## src/hw/rtl/dbrm_pkg.sv

```systemverilog
// Shared constants, codes, types and helper functions of the ring manager.
// Depends on nothing; used by every module of the block.
`default_nettype none

package dbrm_pkg;

  // Ring geometry.
  localparam int RING_BLOCKS = 5;
  localparam int BLOCK_BYTES = 524288;

  localparam int IDX_W   = $clog2(RING_BLOCKS);
  localparam int OFF_W   = $clog2(BLOCK_BYTES);
  localparam int REST_W  = OFF_W + 1;

  // Field widths of the ports.
  localparam int FUNC_W   = 2;
  localparam int STATUS_W = 4;
  localparam int COUNT_W  = 20;
  localparam int KIND_W   = 3;
  localparam int BLK_W    = 3;
  localparam int COFF_W   = 19;

  localparam int CMP_W = (REST_W > COUNT_W) ? REST_W : COUNT_W;

  // Item functions.
  localparam logic [FUNC_W-1:0] FN_RESTART = 2'd0;
  localparam logic [FUNC_W-1:0] FN_IRQ     = 2'd1;
  localparam logic [FUNC_W-1:0] FN_READ    = 2'd2;

  // Interrupt status bits.
  localparam logic [STATUS_W-1:0] ST_DATA_OK = 4'h1;
  localparam logic [STATUS_W-1:0] ST_STOPPED = 4'hE;

  // Block marks.
  typedef logic [1:0] mark_t;
  localparam mark_t MARK_FREE = 2'd0;
  localparam mark_t MARK_DMA  = 2'd1;
  localparam mark_t MARK_DATA = 2'd2;

  // Result kinds.
  localparam logic [KIND_W-1:0] EV_NONE    = 3'd0;
  localparam logic [KIND_W-1:0] EV_PROGRAM = 3'd1;
  localparam logic [KIND_W-1:0] EV_OVERRUN = 3'd2;
  localparam logic [KIND_W-1:0] EV_DONE    = 3'd3;
  localparam logic [KIND_W-1:0] EV_COPY    = 3'd4;
  localparam logic [KIND_W-1:0] EV_WAIT    = 3'd5;
  localparam logic [KIND_W-1:0] EV_END     = 3'd6;

  // Commands from the controller to the datapath.
  typedef struct packed {
    logic load;  // capture the input item
    logic exec;  // apply the captured item and register its result
  } cmd_t;

  // Advances a ring index by a small step, wrapping at the ring size.
  function automatic logic [IDX_W-1:0] ring_add(input logic [IDX_W-1:0] ix,
                                                input logic [1:0] step);
    logic [IDX_W:0] s;
    s = {1'b0, ix} + (IDX_W+1)'(step);
    if (s >= (IDX_W+1)'(RING_BLOCKS)) begin
      s = s - (IDX_W+1)'(RING_BLOCKS);
    end
    return s[IDX_W-1:0];
  endfunction

endpackage

`default_nettype wire

```

## src/hw/rtl/dbrm_ctrl.sv

```systemverilog
// Controller of the ring manager: input handshake, sequencing and output valid.
// Depends on dbrm_pkg; drives the datapath through a command struct.
`default_nettype none

module dbrm_ctrl (
  input  wire logic          clk_i,
  input  wire logic          rst_ni,
  input  wire logic          in_valid_i,
  output logic               in_ready_o,
  output logic               out_valid_o,
  input  wire logic          out_ready_i,
  output dbrm_pkg::cmd_t     cmd_o
);

  localparam logic S_IDLE = 1'b0;
  localparam logic S_EXEC = 1'b1;

  logic state_q, state_d;
  logic out_valid_q, out_valid_d;
  logic slot_free;

  // The output register can take a new result when empty or being emptied.
  assign slot_free = !out_valid_q || out_ready_i;

  always_comb begin
    state_d     = state_q;
    out_valid_d = out_valid_q && !out_ready_i;
    cmd_o.load  = 1'b0;
    cmd_o.exec  = 1'b0;
    in_ready_o  = 1'b0;
    case (state_q)
      S_IDLE: begin
        in_ready_o = 1'b1;
        if (in_valid_i) begin
          cmd_o.load = 1'b1;
          state_d    = S_EXEC;
        end
      end
      S_EXEC: begin
        if (slot_free) begin
          cmd_o.exec  = 1'b1;
          out_valid_d = 1'b1;
          state_d     = S_IDLE;
        end
      end
      default: begin
        state_d = S_IDLE;
      end
    endcase
  end

  always_ff @(posedge clk_i or negedge rst_ni) begin
    if (!rst_ni) begin
      state_q     <= S_IDLE;
      out_valid_q <= 1'b0;
    end else begin
      state_q     <= state_d;
      out_valid_q <= out_valid_d;
    end
  end

  assign out_valid_o = out_valid_q;

endmodule

`default_nettype wire

```

## src/hw/rtl/dbrm_datapath.sv

```systemverilog
// Datapath of the ring manager: item registers, ring state and result register.
// Depends on dbrm_pkg; steered by the command struct from dbrm_ctrl.
`default_nettype none

module dbrm_datapath (
  input  wire logic                            clk_i,
  input  wire logic                            rst_ni,
  input  wire dbrm_pkg::cmd_t                  cmd_i,
  input  wire logic [dbrm_pkg::FUNC_W-1:0]     func_i,
  input  wire logic [dbrm_pkg::STATUS_W-1:0]   dma_status_i,
  input  wire logic [dbrm_pkg::COUNT_W-1:0]    read_count_i,
  output logic [dbrm_pkg::KIND_W-1:0]          event_kind_o,
  output logic [dbrm_pkg::BLK_W-1:0]           block_index_o,
  output logic [dbrm_pkg::COFF_W-1:0]          copy_offset_o,
  output logic [dbrm_pkg::COUNT_W-1:0]         copy_bytes_o,
  output logic                                 capture_stopped_o
);

  // Captured item.
  logic [dbrm_pkg::FUNC_W-1:0]   func_q;
  logic [dbrm_pkg::STATUS_W-1:0] status_q;
  logic [dbrm_pkg::COUNT_W-1:0]  want_q;

  // Ring state.
  dbrm_pkg::mark_t              mark_q [dbrm_pkg::RING_BLOCKS];
  dbrm_pkg::mark_t              mark_d [dbrm_pkg::RING_BLOCKS];
  dbrm_pkg::mark_t              mark_ok [dbrm_pkg::RING_BLOCKS];
  logic [dbrm_pkg::IDX_W-1:0]   fill_q, fill_d;
  logic [dbrm_pkg::IDX_W-1:0]   drain_q, drain_d;
  logic [dbrm_pkg::OFF_W-1:0]   off_q, off_d;
  logic                         halted_q, halted_d;

  // Result being formed.
  logic [dbrm_pkg::KIND_W-1:0]  kind;
  logic [dbrm_pkg::IDX_W-1:0]   blk;
  logic [dbrm_pkg::OFF_W-1:0]   coff;
  logic [dbrm_pkg::COUNT_W-1:0] cnt;

  logic [dbrm_pkg::IDX_W-1:0]   fill_p1, fill_p2, drain_p1;
  logic                         fresh_free, drain_data;
  logic [dbrm_pkg::REST_W-1:0]  rest;
  logic [dbrm_pkg::CMP_W-1:0]   want_x, rest_x, take_x;
  logic [dbrm_pkg::CMP_W:0]     sum;

  assign fill_p1  = dbrm_pkg::ring_add(fill_q, 2'd1);
  assign fill_p2  = dbrm_pkg::ring_add(fill_q, 2'd2);
  assign drain_p1 = dbrm_pkg::ring_add(drain_q, 2'd1);

  // The drain offset always stays below the block size.
  assign rest   = dbrm_pkg::REST_W'(dbrm_pkg::BLOCK_BYTES) - {1'b0, off_q};
  assign want_x = dbrm_pkg::CMP_W'(want_q);
  assign rest_x = dbrm_pkg::CMP_W'(rest);
  assign take_x = (want_x < rest_x) ? want_x : rest_x;
  assign sum    = {1'b0, take_x} + (dbrm_pkg::CMP_W+1)'(off_q);

  // The free lookup sees the data-ok update, the drain lookup the old marks.
  always_comb begin
    fresh_free = 1'b0;
    drain_data = 1'b0;
    for (int i = 0; i < dbrm_pkg::RING_BLOCKS; i++) begin
      if (((status_q & dbrm_pkg::ST_DATA_OK) != '0)
          && (fill_q == dbrm_pkg::IDX_W'(i))) begin
        mark_ok[i] = dbrm_pkg::MARK_DATA;
      end else begin
        mark_ok[i] = mark_q[i];
      end
      if ((fill_p2 == dbrm_pkg::IDX_W'(i)) && (mark_ok[i] == dbrm_pkg::MARK_FREE)) begin
        fresh_free = 1'b1;
      end
      if ((drain_q == dbrm_pkg::IDX_W'(i)) && (mark_q[i] == dbrm_pkg::MARK_DATA)) begin
        drain_data = 1'b1;
      end
    end
  end

  always_comb begin
    mark_d   = mark_q;
    fill_d   = fill_q;
    drain_d  = drain_q;
    off_d    = off_q;
    halted_d = halted_q;
    kind     = dbrm_pkg::EV_NONE;
    blk      = '0;
    coff     = '0;
    cnt      = '0;
    case (func_q)
      dbrm_pkg::FN_RESTART: begin
        for (int i = 0; i < dbrm_pkg::RING_BLOCKS; i++) begin
          mark_d[i] = (i < 2) ? dbrm_pkg::MARK_DMA : dbrm_pkg::MARK_FREE;
        end
        fill_d   = '0;
        drain_d  = '0;
        off_d    = '0;
        halted_d = 1'b0;
      end
      dbrm_pkg::FN_IRQ: begin
        mark_d = mark_ok;
        if ((status_q & dbrm_pkg::ST_STOPPED) == '0) begin
          blk = fill_p2;
          if (fresh_free) begin
            for (int i = 0; i < dbrm_pkg::RING_BLOCKS; i++) begin
              if (fill_p2 == dbrm_pkg::IDX_W'(i)) begin
                mark_d[i] = dbrm_pkg::MARK_DMA;
              end
            end
            fill_d = fill_p1;
            kind   = dbrm_pkg::EV_PROGRAM;
          end else begin
            kind = dbrm_pkg::EV_OVERRUN;
          end
        end else begin
          halted_d = 1'b1;
          kind     = dbrm_pkg::EV_DONE;
        end
      end
      dbrm_pkg::FN_READ: begin
        if (want_q != '0) begin
          if (drain_data) begin
            kind = dbrm_pkg::EV_COPY;
            blk  = drain_q;
            coff = off_q;
            cnt  = dbrm_pkg::COUNT_W'(take_x);
            if (sum >= (dbrm_pkg::CMP_W+1)'(dbrm_pkg::BLOCK_BYTES)) begin
              // Block used up: hand it back and move on.
              off_d   = '0;
              drain_d = drain_p1;
              for (int i = 0; i < dbrm_pkg::RING_BLOCKS; i++) begin
                if (drain_q == dbrm_pkg::IDX_W'(i)) begin
                  mark_d[i] = dbrm_pkg::MARK_FREE;
                end
              end
            end else begin
              off_d = dbrm_pkg::OFF_W'(sum);
            end
          end else if (halted_q) begin
            kind = dbrm_pkg::EV_END;
          end else begin
            kind = dbrm_pkg::EV_WAIT;
          end
        end
      end
      default: begin
        kind = dbrm_pkg::EV_NONE;
      end
    endcase
  end

  always_ff @(posedge clk_i or negedge rst_ni) begin
    if (!rst_ni) begin
      for (int i = 0; i < dbrm_pkg::RING_BLOCKS; i++) begin
        mark_q[i] <= (i < 2) ? dbrm_pkg::MARK_DMA : dbrm_pkg::MARK_FREE;
      end
      fill_q   <= '0;
      drain_q  <= '0;
      off_q    <= '0;
      halted_q <= 1'b0;
    end else if (cmd_i.exec) begin
      mark_q   <= mark_d;
      fill_q   <= fill_d;
      drain_q  <= drain_d;
      off_q    <= off_d;
      halted_q <= halted_d;
    end
  end

  always_ff @(posedge clk_i) begin
    if (cmd_i.load) begin
      func_q   <= func_i;
      status_q <= dma_status_i;
      want_q   <= read_count_i;
    end
    if (cmd_i.exec) begin
      event_kind_o      <= kind;
      block_index_o     <= dbrm_pkg::BLK_W'(blk);
      copy_offset_o     <= dbrm_pkg::COFF_W'(coff);
      copy_bytes_o      <= cnt;
      capture_stopped_o <= halted_d;
    end
  end

endmodule

`default_nettype wire

```

## src/hw/rtl/dma_block_ring_manager_top.sv

```systemverilog
// Top level of the DMA block ring manager: controller plus datapath.
// Depends on dbrm_pkg, dbrm_ctrl and dbrm_datapath.
//
// The block keeps a ring of capture blocks, each free, owned by DMA or holding
// data, and gives exactly one result item for every input item: a restart, a DMA
// interrupt or a reader request. An item is captured when it is accepted and is
// applied to the ring state once the output register is free, when its result
// is written to the output register. The two-state controller takes no new item
// until the last one is applied; the next item is accepted while a result still
// waits in the output register, and is applied once that register has been
// emptied.
`default_nettype none

module dma_block_ring_manager_top (
  input  wire logic                           clk_i,
  input  wire logic                           rst_ni,
  input  wire logic                           in_valid_i,
  output logic                                in_ready_o,
  input  wire logic [dbrm_pkg::FUNC_W-1:0]    func_i,
  input  wire logic [dbrm_pkg::STATUS_W-1:0]  dma_status_i,
  input  wire logic [dbrm_pkg::COUNT_W-1:0]   read_count_i,
  output logic                                out_valid_o,
  input  wire logic                           out_ready_i,
  output logic [dbrm_pkg::KIND_W-1:0]         event_kind_o,
  output logic [dbrm_pkg::BLK_W-1:0]          block_index_o,
  output logic [dbrm_pkg::COFF_W-1:0]         copy_offset_o,
  output logic [dbrm_pkg::COUNT_W-1:0]        copy_bytes_o,
  output logic                                capture_stopped_o
);

  dbrm_pkg::cmd_t cmd;

  dbrm_ctrl u_ctrl (
    .clk_i       (clk_i),
    .rst_ni      (rst_ni),
    .in_valid_i  (in_valid_i),
    .in_ready_o  (in_ready_o),
    .out_valid_o (out_valid_o),
    .out_ready_i (out_ready_i),
    .cmd_o       (cmd)
  );

  dbrm_datapath u_datapath (
    .clk_i             (clk_i),
    .rst_ni            (rst_ni),
    .cmd_i             (cmd),
    .func_i            (func_i),
    .dma_status_i      (dma_status_i),
    .read_count_i      (read_count_i),
    .event_kind_o      (event_kind_o),
    .block_index_o     (block_index_o),
    .copy_offset_o     (copy_offset_o),
    .copy_bytes_o      (copy_bytes_o),
    .capture_stopped_o (capture_stopped_o)
  );

endmodule

`default_nettype wire

```

## config.mk

```make
export PLATFORM = sky130hd
export DESIGN_NAME = dma_block_ring_manager_top
export DESIGN_NICKNAME = d
export VERILOG_FILES = /design/src/hw/rtl/dbrm_pkg.sv /design/src/hw/rtl/dbrm_ctrl.sv /design/src/hw/rtl/dbrm_datapath.sv /design/src/hw/rtl/dma_block_ring_manager_top.sv
export SDC_FILE = /design/constraint.sdc
export NUM_CORES = 1
export LEC_CHECK = 0
export BUFFER_PORTS_ARGS = -buffer_cell sky130_fd_sc_hd__buf_2
export CAP_MARGIN = 5
export CELL_PAD_IN_SITES_DETAIL_PLACEMENT = 1
export CELL_PAD_IN_SITES_GLOBAL_PLACEMENT = 2
export CORE_UTILIZATION = 39
export DETAILED_ROUTE_END_ITERATION = 8
export PLACE_DENSITY_LB_ADDON = 0.1
export SETUP_SLACK_MARGIN = 0.05
export SLEW_MARGIN = 20
export SYNTH_ARGS = -nofsm -noshare
export SYNTH_HDL_FRONTEND = slang
export SYNTH_SLANG_ARGS = --single-unit
```

## constraint.sdc

```tcl
create_clock -name clk_i -period 14.6 [get_ports clk_i]
set_input_delay 2.92 -clock clk_i [delete_from_list [all_inputs] [get_ports clk_i]]
set_output_delay 2.92 -clock clk_i [all_outputs]
set_load 0.05 [all_outputs]
```

## Word-level counts from Yosys, hierarchy flattened

Cells that the tools add are included.
W data, S select, Z words.

| operators by class | value |
|---|---|
| $add $sub $neg | 8 |
| $lt $le $gt $ge | 5 |
| equal/unequal tests | 29 |
| mux-type cells | 67 |
| bitwise gates (word level) | 1 |
| reduce and logical (&&, ||, !) cells | 42 |

Operators with widths:

| operator | count |
|---|---|
| $mux W19 | 3 |
| $mux W10 | 5 |
| $mux W3 | 13 |
| $pmux W19 S2 | 1 |
| $mux W2 | 18 |
| $pmux W10 S3 | 1 |
| $reduce_and A6 Y1 | 5 |
| $pmux W3 S2 | 4 |
| $add A20 B19 Y21 | 1 |
| $ge A21 B20 Y1 const B | 1 |
| $lt A20 B20 Y1 | 1 |
| $mux W20 | 1 |
| $ne A2 B1 Y1 const B | 10 |
| $reduce_bool A20 Y1 | 1 |
| $sub A20 B19 Y20 const A | 1 |
| $mux W1 | 19 |
| $eq A3 B2 Y1 const B | 6 |
| $logic_and A1 B1 Y1 | 16 |
| $eq A2 B2 Y1 const B | 6 |
| $ge A4 B3 Y1 const B | 3 |
| $logic_not A2 Y1 | 6 |
| $eq A3 B1 Y1 const B | 3 |
| $eq A3 B3 Y1 const B | 3 |
| $logic_not A3 Y1 | 3 |
| other kinds (14) | 21 |

| word-level totals | value |
|---|---|
| register bits | 110 |
| input port bits | 30 |
| word-level logic and storage cells | 171 |

## Depth between registers and ports, before layout

Gate-level depths: netlist (run 1).

| logic depth | value |
|---|---|
| depth in word-level cells | 13 |
| mapped depth | 29 |

## By module

From an unflattened synthesis (run 1), not the netlist that was laid out.

| second synthesis, totals | value |
|---|---|
| cells, all modules | 664 |
| area total of the unflattened synthesis | 6,954.2 µm² |

By module, submodules not included:

| module | instances | cells an instance | area an instance (µm²) | sequential area each (µm²) |
|---|---|---|---|---|
| dbrm_datapath | 1 | 656 | 6,860.3 | 3,065.4 |
| dbrm_ctrl | 1 | 8 | 93.8 | 50.0 |

## Worst setup path after synthesis (run 1)

OpenSTA, ideal clock, no wires.

| timing path | value |
|---|---|
| kind | register to register |
| from | reg u_datapath.off_q[3] (netlist name) |
| to | reg u_datapath.mark_q[8] (netlist name) |
| setup time | 0.082 ns |
| arrival time | 6.400 ns |
| data required time | 14.518 ns |
| slack | 8.118 ns |
| cell stages (with the launch flop) | 28 |
| buffers on the path | 3 |
| clock period less this slack | 6.482 ns |
| cell sequence | dfrtp_1 -> or3_1 -> or4_1 -> or4_1 -> buf_2 -> nor3b_1 -> xnor2_1 -> inv_1 -> ha_1 -> and4_1 -> nand2_1 -> o31a_1 -> and2_1 -> clkbuf_1 -> clkbuf_1 -> nand2_1 -> o21ai_0 -> ha_1 -> fa_1 -> a211oi_1 -> o21ai_0 -> a21o_1 -> nor4b_1 -> nor3b_1 -> a2111o_1 -> and4_4 -> nor2b_1 -> a211o_1 |

| between the ends | value |
|---|---|
| cells in the longest elaborated chain, start to end | 7 |

RTL lines:

| element | RTL line | RTL |
|---|---|---|
| from (decl) | dbrm_datapath.sv:30 | `logic [dbrm_pkg::OFF_W-1:0] off_q, off_d;` |
| from (signal assigned) | dbrm_datapath.sv:155 | `off_q <= '0;` |
| from (signal assigned) | dbrm_datapath.sv:161 | `off_q <= off_d;` |
| $sub A20 B19 Y20 | dbrm_datapath.sv:50 | `assign rest = dbrm_pkg::REST_W'(dbrm_pkg::BLOCK_BYTES) - {1'b0, off_q};` |
| $lt A20 B20 Y1 | dbrm_datapath.sv:53 | `assign take_x = (want_x < rest_x) ? want_x : rest_x;` |
| $mux W20 | dbrm_datapath.sv:53 |  |
| via u_datapath.take_x, one bit | dbrm_datapath.sv:42 | `logic [dbrm_pkg::CMP_W-1:0] want_x, rest_x, take_x;` |
| $add A20 B19 Y21 | dbrm_datapath.sv:54 | `assign sum = {1'b0, take_x} + (dbrm_pkg::CMP_W+1)'(off_q);` |
| $ge A21 B20 Y1 | dbrm_datapath.sv:123 | `if (sum >= (dbrm_pkg::CMP_W+1)'(dbrm_pkg::BLOCK_BYTES)) begin` |
| $ne A2 B1 Y1 (no line) | n/a |  |
| $reduce_and A6 Y1 (no line) | n/a |  |
| to (signal, indexed assignment) | dbrm_datapath.sv:151 | `mark_q[i] <= (i < 2) ? dbrm_pkg::MARK_DMA : dbrm_pkg::MARK_FREE;` |
| to (signal assigned) | dbrm_datapath.sv:158 | `mark_q <= mark_d;` |
| to (decl) | dbrm_datapath.sv:25 | `dbrm_pkg::mark_t mark_q [dbrm_pkg::RING_BLOCKS];` |

The timed path passes the listed nets, and every way through them passes these cells.
A chain may end at the register's enable or synchronous reset.

## Worst setup path after layout (run 1)

| timing path | value |
|---|---|
| from | reg u_datapath.off_q[3] (netlist name) |
| to | reg u_datapath.off_q[14] (netlist name) |

| between the ends | value |
|---|---|
| cells in the longest elaborated chain, start to end | 9 |

RTL lines:

| element | RTL line | RTL |
|---|---|---|
| $sub A20 B19 Y20 (*) | dbrm_datapath.sv:50 |  |
| $lt A20 B20 Y1 (*) | dbrm_datapath.sv:53 |  |
| $mux W20 (*) | dbrm_datapath.sv:53 |  |
| via u_datapath.take_x, one bit | dbrm_datapath.sv:42 |  |
| $add A20 B19 Y21 (*) | dbrm_datapath.sv:54 |  |
| $ge A21 B20 Y1 | dbrm_datapath.sv:123 |  |
| $mux W19 (*) | dbrm_datapath.sv:123 |  |
| $mux W19 (*) | dbrm_datapath.sv:118 | `if (drain_data) begin` |
| $mux W19 (*) | dbrm_datapath.sv:117 | `if (want_q != '0) begin` |
| $pmux W19 S2 (*) | dbrm_datapath.sv:86 | `case (func_q)` |

Mark *: on every way through the listed nets, which the timed path passes. The rest lies on a longest branch. The select of a mux whose other input is x is not followed.

==> flow_metrics.py, run 1 <==
metrics = {
    "floorplanning": {
        "row_count": 47,
        "die_w_microns": 133,
        "initial_core_util_pct": 40.2,
        "core_sq_um": 16700,
        "dieArea_sq_um": 17700,
        "die_y_microns": 133,
        "ioPinCount": 78,
    },
    "layout": {
        "regArea_sq_um": 3120,
        "syn_to_final_growth_pct": 14.1,
        "final_common_cell": "buf_2",
        "layout_common_cells": "77 x buf_2, 72 x edfxtp_1, 56 x ha_1, 49 x nand2_1, 48 x o21ai_0",
        "n_antenna_cell": 0,
        "utilization_pct": 45.8,
        "fill_cells": 1909,
        "multi_input_area_sq_um": 3380,
        "nets": 814,
        "drive_gt1_share_pct": 16.0,
        "fin_area_sq_um": 7660,
    },
    "drt": {
        "drt-pass1-iter-count": 5,
        "wl_per_cell_microns": 19.5,
        "drc": 0,
        "ant_nets": 0,
        "vias_per_cell": 5.60,
        "vias": 5330,
        "drt_iter0_drc": 290,
        "drt_wl_total_microns": 18500,
    },
    "cts": {
        "clock_latency_ps": 370,
        "cts_tree": "done",
        "htree_levels": 3,
        "hold_buffers": 0,
        "cts.clk_slew.worst_paths_ps": 80,
        "cts_inserted_buffers": 9,
        "clock_sinks": 110,
        "cts_buffer_depth": 2,
        "cts_resized": 0,
        "postCtsSetupBuffers": 0,
        "cts-root-buf": "clkbuf_16",
    },
    "setup_path": {
        "slowest_stage": "or4_1",
        "arrival_ps": 7960,
        "cp_common_cell": "o21ai_0",
        "r2r_slack_ps": 6930,
        "cp.required_ps": 14890,
        "worst_setup_path_end_kind": "register",
        "crit_buf_inv": 1,
        "crit_chain": "or3_1 > or4_1 > or4_1 > nor4_1 > xnor2_1 > inv_1 > ha_1 > a21oi_1 > o21ai_0 > a221oi_1 > o31a_1 > and2_2 > o21ai_0 > ha_1 > fa_1 > a211oi_1 > o21ai_0 > a21o_1 > nor4b_1 > nor3b_1 > a2111o_1 > a21oi_4 > a22o_1",
        "slowest_delay_ps": 560,
        "startpoint": "u_datapath.off_q[3]",
        "crit_type": "register to register",
        "reg2reg_from": "u_datapath.off_q[3]",
        "critPathTopFamily": "compound AO/OA/AOI/OAI gates",
        "crit_fanout": 38,
        "startpoint_type": "register",
    },
    "timing": {
        "worst_slack_ps": 6930,
        "slew_violations": 0,
        "max_freq_mhz": 130,
        "period_needed_ps": 7670,
        "worst_pin_slew_ps": 1030,
        "relSlewSlack_pct": 31.0,
        "hold_violations": 0,
        "fin_crit_sh_pct": 52.5,
        "rsz0062_at_grt": "no",
        "setup_viol": 0,
        "setup_tns_ps": 0,
        "fin_worst_skew_ps": 13.8,
    },
    "placement": {
        "dp_hpwl_microns": 14400,
        "place.gp.congestion": 0.832,
        "placed_area_sq_um": 7350,
        "dp_slack_ps": 6560,
        "numPortBuffers": 77,
    },
    "worst_hold_path": {
        "hp-class": "register to register",
        "worstHoldStart": "u_datapath.mark_q[6]",
    },
    "grt": {
        "grt-ovfl-total": 0,
        "grt_pass1_vias": 5571,
        "grt_util_all_layers_pct": 21.9,
        "grt_max_degree": 39,
        "grt_antenna_before_repair": 1,
        "grt_pass1_wl_microns": 30100,
    },
    "pwr": {
        "pwr-share-clk_pct": 16.6,
        "power_frac_comb_pct": 52.3,
        "power.leakage_nw": 3.29,
        "finalPower_mw": 1.51,
        "switching_power_uw": 731,
        "power_density_nw_per_um2": 197,
        "p_int_uw": 777,
        "switching_share_pct": 48.5,
        "irDropWorstVdd_uv": 97.7,
        "power_frac_seq_pct": 31.2,
    },
    "logic_synthesis": {
        "syn-cell-area_sq_um": 6710,
        "async_flop_share_pct": 34.5,
        "seq_area_frac_synth_pct": 46.4,
        "ys_types": 62,
        "synth_ff_type": "edfxtp_1",
        "syn-instance-count": 648,
        "ys_ff_latch": 110,
        "yosysWarnings": 0,
        "synth_area_per_cell_sq_um": 10.4,
        "synth_edf_count": 72,
        "syn_nets": 736,
    },
    "run": {
        "max_cap_viol_count": 0,
    },
    "status": {
        "outcome": "complete, no violations",
    },
}
## cell usage after synthesis (3+ instances only)
cell | number | area (sq um)
edfxtp_1 | 72 | 2160
ha_1 | 56 | 701
nand2_1 | 49 | 184
o21ai_0 | 49 | 245
inv_1 | 41 | 154
and2_1 | 39 | 244
nor2_1 | 39 | 146
a21oi_1 | 38 | 190
dfrtp_1 | 36 | 901
a22o_1 | 26 | 228
xnor2_1 | 25 | 219
nor3_1 | 13 | 65.1
xor2_1 | 13 | 114
clkbuf_1 | 12 | 45.0
nor2b_1 | 12 | 75.1
a21o_1 | 10 | 75.1
nand3_1 | 7 | 35.0
nand4_1 | 7 | 43.8
nor4_1 | 7 | 43.8
or4_1 | 7 | 52.6
a211oi_1 | 5 | 37.5
and3_1 | 5 | 31.3
o22ai_1 | 5 | 31.3
a22oi_1 | 4 | 30.0
mux2i_1 | 4 | 40.0
nand2b_1 | 4 | 25.0
nor3b_1 | 4 | 30.0
o22a_1 | 4 | 35.0
a221oi_1 | 3 | 26.3
a31oi_1 | 3 | 18.8
o21bai_1 | 3 | 22.5
or2_2 | 3 | 18.8
or3_1 | 3 | 18.8
## worst paths after layout
kind | end | depth (start not counted)
max | u_datapath.off_q[14] | 23
min | u_datapath.mark_q[6] | 2
min reg2reg | u_datapath.mark_q[6] | 2
max in group asynchronous | u_datapath.off_q[2] | 1
min in group asynchronous | u_datapath.mark_q[1] | 1
max reg2reg | u_datapath.off_q[14] | 23
## area by class of cell
type | count | share of cell area, %
clock buffer | 9 | 2.94
tap | 220 | 3.60
clock inverter | 7 | 1.05
timing repair buffer | 82 | 5.52
sequential | 110 | 40.7
multi-input combinational | 482 | 44.2
inverter | 41 | 2.01
## kinds of logic after synthesis
kind of cell	count (synthesis)	synth area share [%]
xor+xnor	38	4.96
compound gates	171	16.8
simple gates	210	16.7
flops	110	46.4
mux	5	0.765
fa+ha+maj	58	11.0
buf+inv	56	3.28
## registers in the layout, summed over array words and instances, names as in the netlist
signal / count
u_datapath.capture_stopped_o: 1
u_datapath.fill_q: 3
u_datapath.mark_q: 10
u_datapath.copy_offset_o: 19
u_datapath.event_kind_o: 3
u_datapath.off_q: 19
u_datapath.want_q: 20
u_datapath.drain_q: 3
u_ctrl.out_valid_o: 1
u_ctrl.state_q: 1
u_datapath.status_q: 4
u_datapath.halted_q: 1
u_datapath.func_q: 2
u_datapath.block_index_o: 3
u_datapath.copy_bytes_o: 20
## worst reg2reg max path: stages, from the launching register on
cell      delay [ps]
dfrtp_1          460
or3_1            420
or4_1            440
or4_1            560
nor4_1           290
xnor2_1          160
inv_1             80
ha_1             300
a21oi_1          150
o21ai_0          110
a221oi_1         320
o31a_1           230
and2_2           540
o21ai_0          230
ha_1             260
fa_1             430
a211oi_1         380
o21ai_0          210
a21o_1           260
nor4b_1          410
nor3b_1          110
a2111o_1         490
a21oi_4          550
a22o_1           220
## power groups by stage
stage / clock [mW] / sequential, mW / combinational (mW)
floorplan: 0 / 0.607 / 0.441
global placement: 0 / 0.472 / 0.769
detailed placement: 0 / 0.476 / 0.787
CTS: 0.257 / 0.470 / 0.792
global route: 0.266 / 0.479 / 0.866
finish: 0.250 / 0.470 / 0.788
## routing by layer
layer | routed length [microns] | global-route usage, %
met3 | 600 | 2.70
met5 | 0 | 0
met2 | 8690 | 35.3
met1 | 8820 | 30.3
met4 | 418 | 7.95
## per-stage QoR
stage,cells,hold slack [ps]
after detailed placement,935,507
after floorplan,648,471
after CTS,951,526
after global routing,951,548
after global placement,935,490
final,951,524
Note: power is estimated with default switching activity, not from simulation.
==> run 2: changes to the inputs <==
Settings changed: CORE_UTILIZATION 39 to 35.
Clock period 14.6 ns to 6.5 ns, I/O delays scaled along.
==> run 2 against run 1 <==
Sequential share of layout area decreased by 4.1 points; maximum frequency grew 21%; non-clock buffer count is 62 higher; hold slack got worse by 16 ps; design area increased by 11%; routed wire length increased by 5.6%; sequential power is 120% higher; clock power grew 130%; first-iteration DRC count decreased by 40%; critical endpoint is now u_datapath.mark_q[8].
==> flow_metrics.py, run 2 (synthesis gave the netlist of run 1 again) <==
metrics = {
    "timing": {
        "setup_tns_ps": 0,
        "fin_worst_skew_ps": 10.7,
        "worst_slack_ps": 143,
        "setup_viol": 0,
        "relSlewSlack_pct": 34.7,
        "rsz0062_at_grt": "yes",
        "slew_violations": 0,
        "worst_pin_slew_ps": 980,
        "fin_crit_sh_pct": 97.8,
        "period_needed_ps": 6360,
        "finalHoldWorstSlack_ps": 508,
        "hold_violations": 0,
        "max_freq_mhz": 157,
    },
    "layout": {
        "utilization_pct": 45.3,
        "fin_area_sq_um": 8510,
        "top_regs": "u_datapath.copy_bytes_o (20), u_datapath.want_q (20)",
        "nets": 876,
        "n_antenna_cell": 0,
        "final_cells": 1027,
        "layout_common_cells": "77 x buf_2, 72 x edfxtp_1, 63 x buf_4, 49 x ha_1, 45 x nand2_1",
        "drive_gt1_share_pct": 29.6,
        "syn_to_final_growth_pct": 26.8,
        "final_common_cell": "buf_2",
    },
    "grt": {
        "grt_pass1_vias": 5700,
        "grt_pass1_wl_microns": 30800,
        "grt_antenna_before_repair": 0,
        "grt-ovfl-total": 0,
        "grt_util_all_layers_pct": 20.4,
        "grt_max_degree": 53,
    },
    "cts": {
        "clock_sinks": 110,
        "cts_inserted_buffers": 9,
        "cts-root-buf": "clkbuf_16",
        "clock_latency_ps": 360,
        "cts_tree": "done",
        "cts.clk_slew.worst_paths_ps": 80,
        "hold_buffers": 0,
        "cts_buffer_depth": 2,
        "htree_levels": 3,
    },
    "drt": {
        "m1WireLength_microns": 9810,
        "routed-wl-met3_microns": 605,
        "highest_layer": "met4",
        "drt_iter0_drc": 173,
        "drt-pass1-iter-count": 4,
        "vias_per_cell": 5.38,
        "drt_wl_total_microns": 19600,
        "wl_per_cell_microns": 19.1,
        "route.met2.wl_microns": 8760,
        "vias": 5527,
        "ant_nets": 0,
        "drc": 0,
    },
    "pwr": {
        "finalPower_mw": 3.85,
        "irDropWorstVdd_uv": 400,
        "power.leakage_nw": 3.68,
        "power_density_nw_per_um2": 452,
    },
    "worst_hold_path": {
        "hp-class": "register to register",
    },
    "placement": {
        "dp.cells": 999,
        "dp_hpwl_microns": 15000,
        "numPortBuffers": 77,
        "dp_slack_ps": -415,
        "place.gp.congestion": 0.864,
        "placed_area_sq_um": 7750,
    },
    "floorplanning": {
        "die_y_microns": 140,
        "core_sq_um": 18800,
        "row_count": 50,
        "die_w_microns": 140,
        "ioPinCount": 78,
        "dieArea_sq_um": 19700,
        "initial_core_util_pct": 35.7,
    },
    "setup_path": {
        "arrival_ps": 6650,
        "cp.required_ps": 6790,
        "crit_fanout": 7,
        "crit_type": "register to register",
        "worst_setup_path_end_kind": "register",
        "startpoint_type": "register",
    },
    "status": {
        "outcome": "complete, no violations",
    },
    "run": {
        "max_cap_viol_count": 0,
    },
}
-- run 2: cell count changes in the layout (fill, tap and decap cells not counted), sizes merged --
cell,change
clkinvlp,+1
clkinv,-1
inv,-1
buf,+62
bufinv,+1
-- run 2: routing by layer --
metal,GRT usage [%],up-vias
met2,32.0,110
met5,0,-
li1,-,2652
met3,2.56,21
met1,29.0,2744
met4,7.44,0
-- run 2: final timing paths --
check                                       endpoint  slack (ps)  cells after the start                  from
worst min-delay path            u_datapath.mark_q[6]         510                      2  u_datapath.mark_q[6]
worst min register to register  u_datapath.mark_q[6]         510                      2  u_datapath.mark_q[6]
max in group asynchronous       u_datapath.off_q[18]        4800                      1                rst_ni
min in group asynchronous         u_ctrl.out_valid_o        1080                      1                rst_ni
worst max register to register  u_datapath.mark_q[8]         140                     26   u_datapath.off_q[4]
worst max-delay path            u_datapath.mark_q[8]         140                     26   u_datapath.off_q[4]
-- run 2: worst max-delay path: stages, from the launching register on --
cell,delay (ps)
dfrtp_1,390
or3_4,400
or4_4,500
or4_4,590
buf_4,170
xor2_1,150
inv_1,110
ha_4,280
a21o_1,110
a21o_1,110
a21oi_1,80
or2_4,260
and2_4,190
buf_6,120
nand2_2,60
o21ai_2,60
ha_2,200
fa_2,420
a211oi_4,270
o21ai_2,100
a21o_1,230
nor4b_4,330
nor3b_2,70
a2111o_2,470
and4_4,260
nor2b_1,130
a211o_1,220
-- run 2: final cells by class --
type,instances,area [sq um]
timing repair buffer,144,921
tap,234,293
fill,2102,10300
inverter,41,155
clock buffer,9,225
multi-input combinational,482,3720
sequential,110,3120
clock inverter,7,81.3
-- run 2: power breakdown --
part           switching (mW)  internal [mW]  leakage (nW)
logic                    1.40          0.811          2.32
registers               0.103          0.951          1.21
clock network           0.279          0.306         0.146
-- run 2: what timing repair did --
action	CTS	global route
pin swaps	8	39
setup buffers	5	7
endpoints found under the hold margin	0	0
setup endpoints to repair	32	32
cloned	0	0
resized for setup	16	74
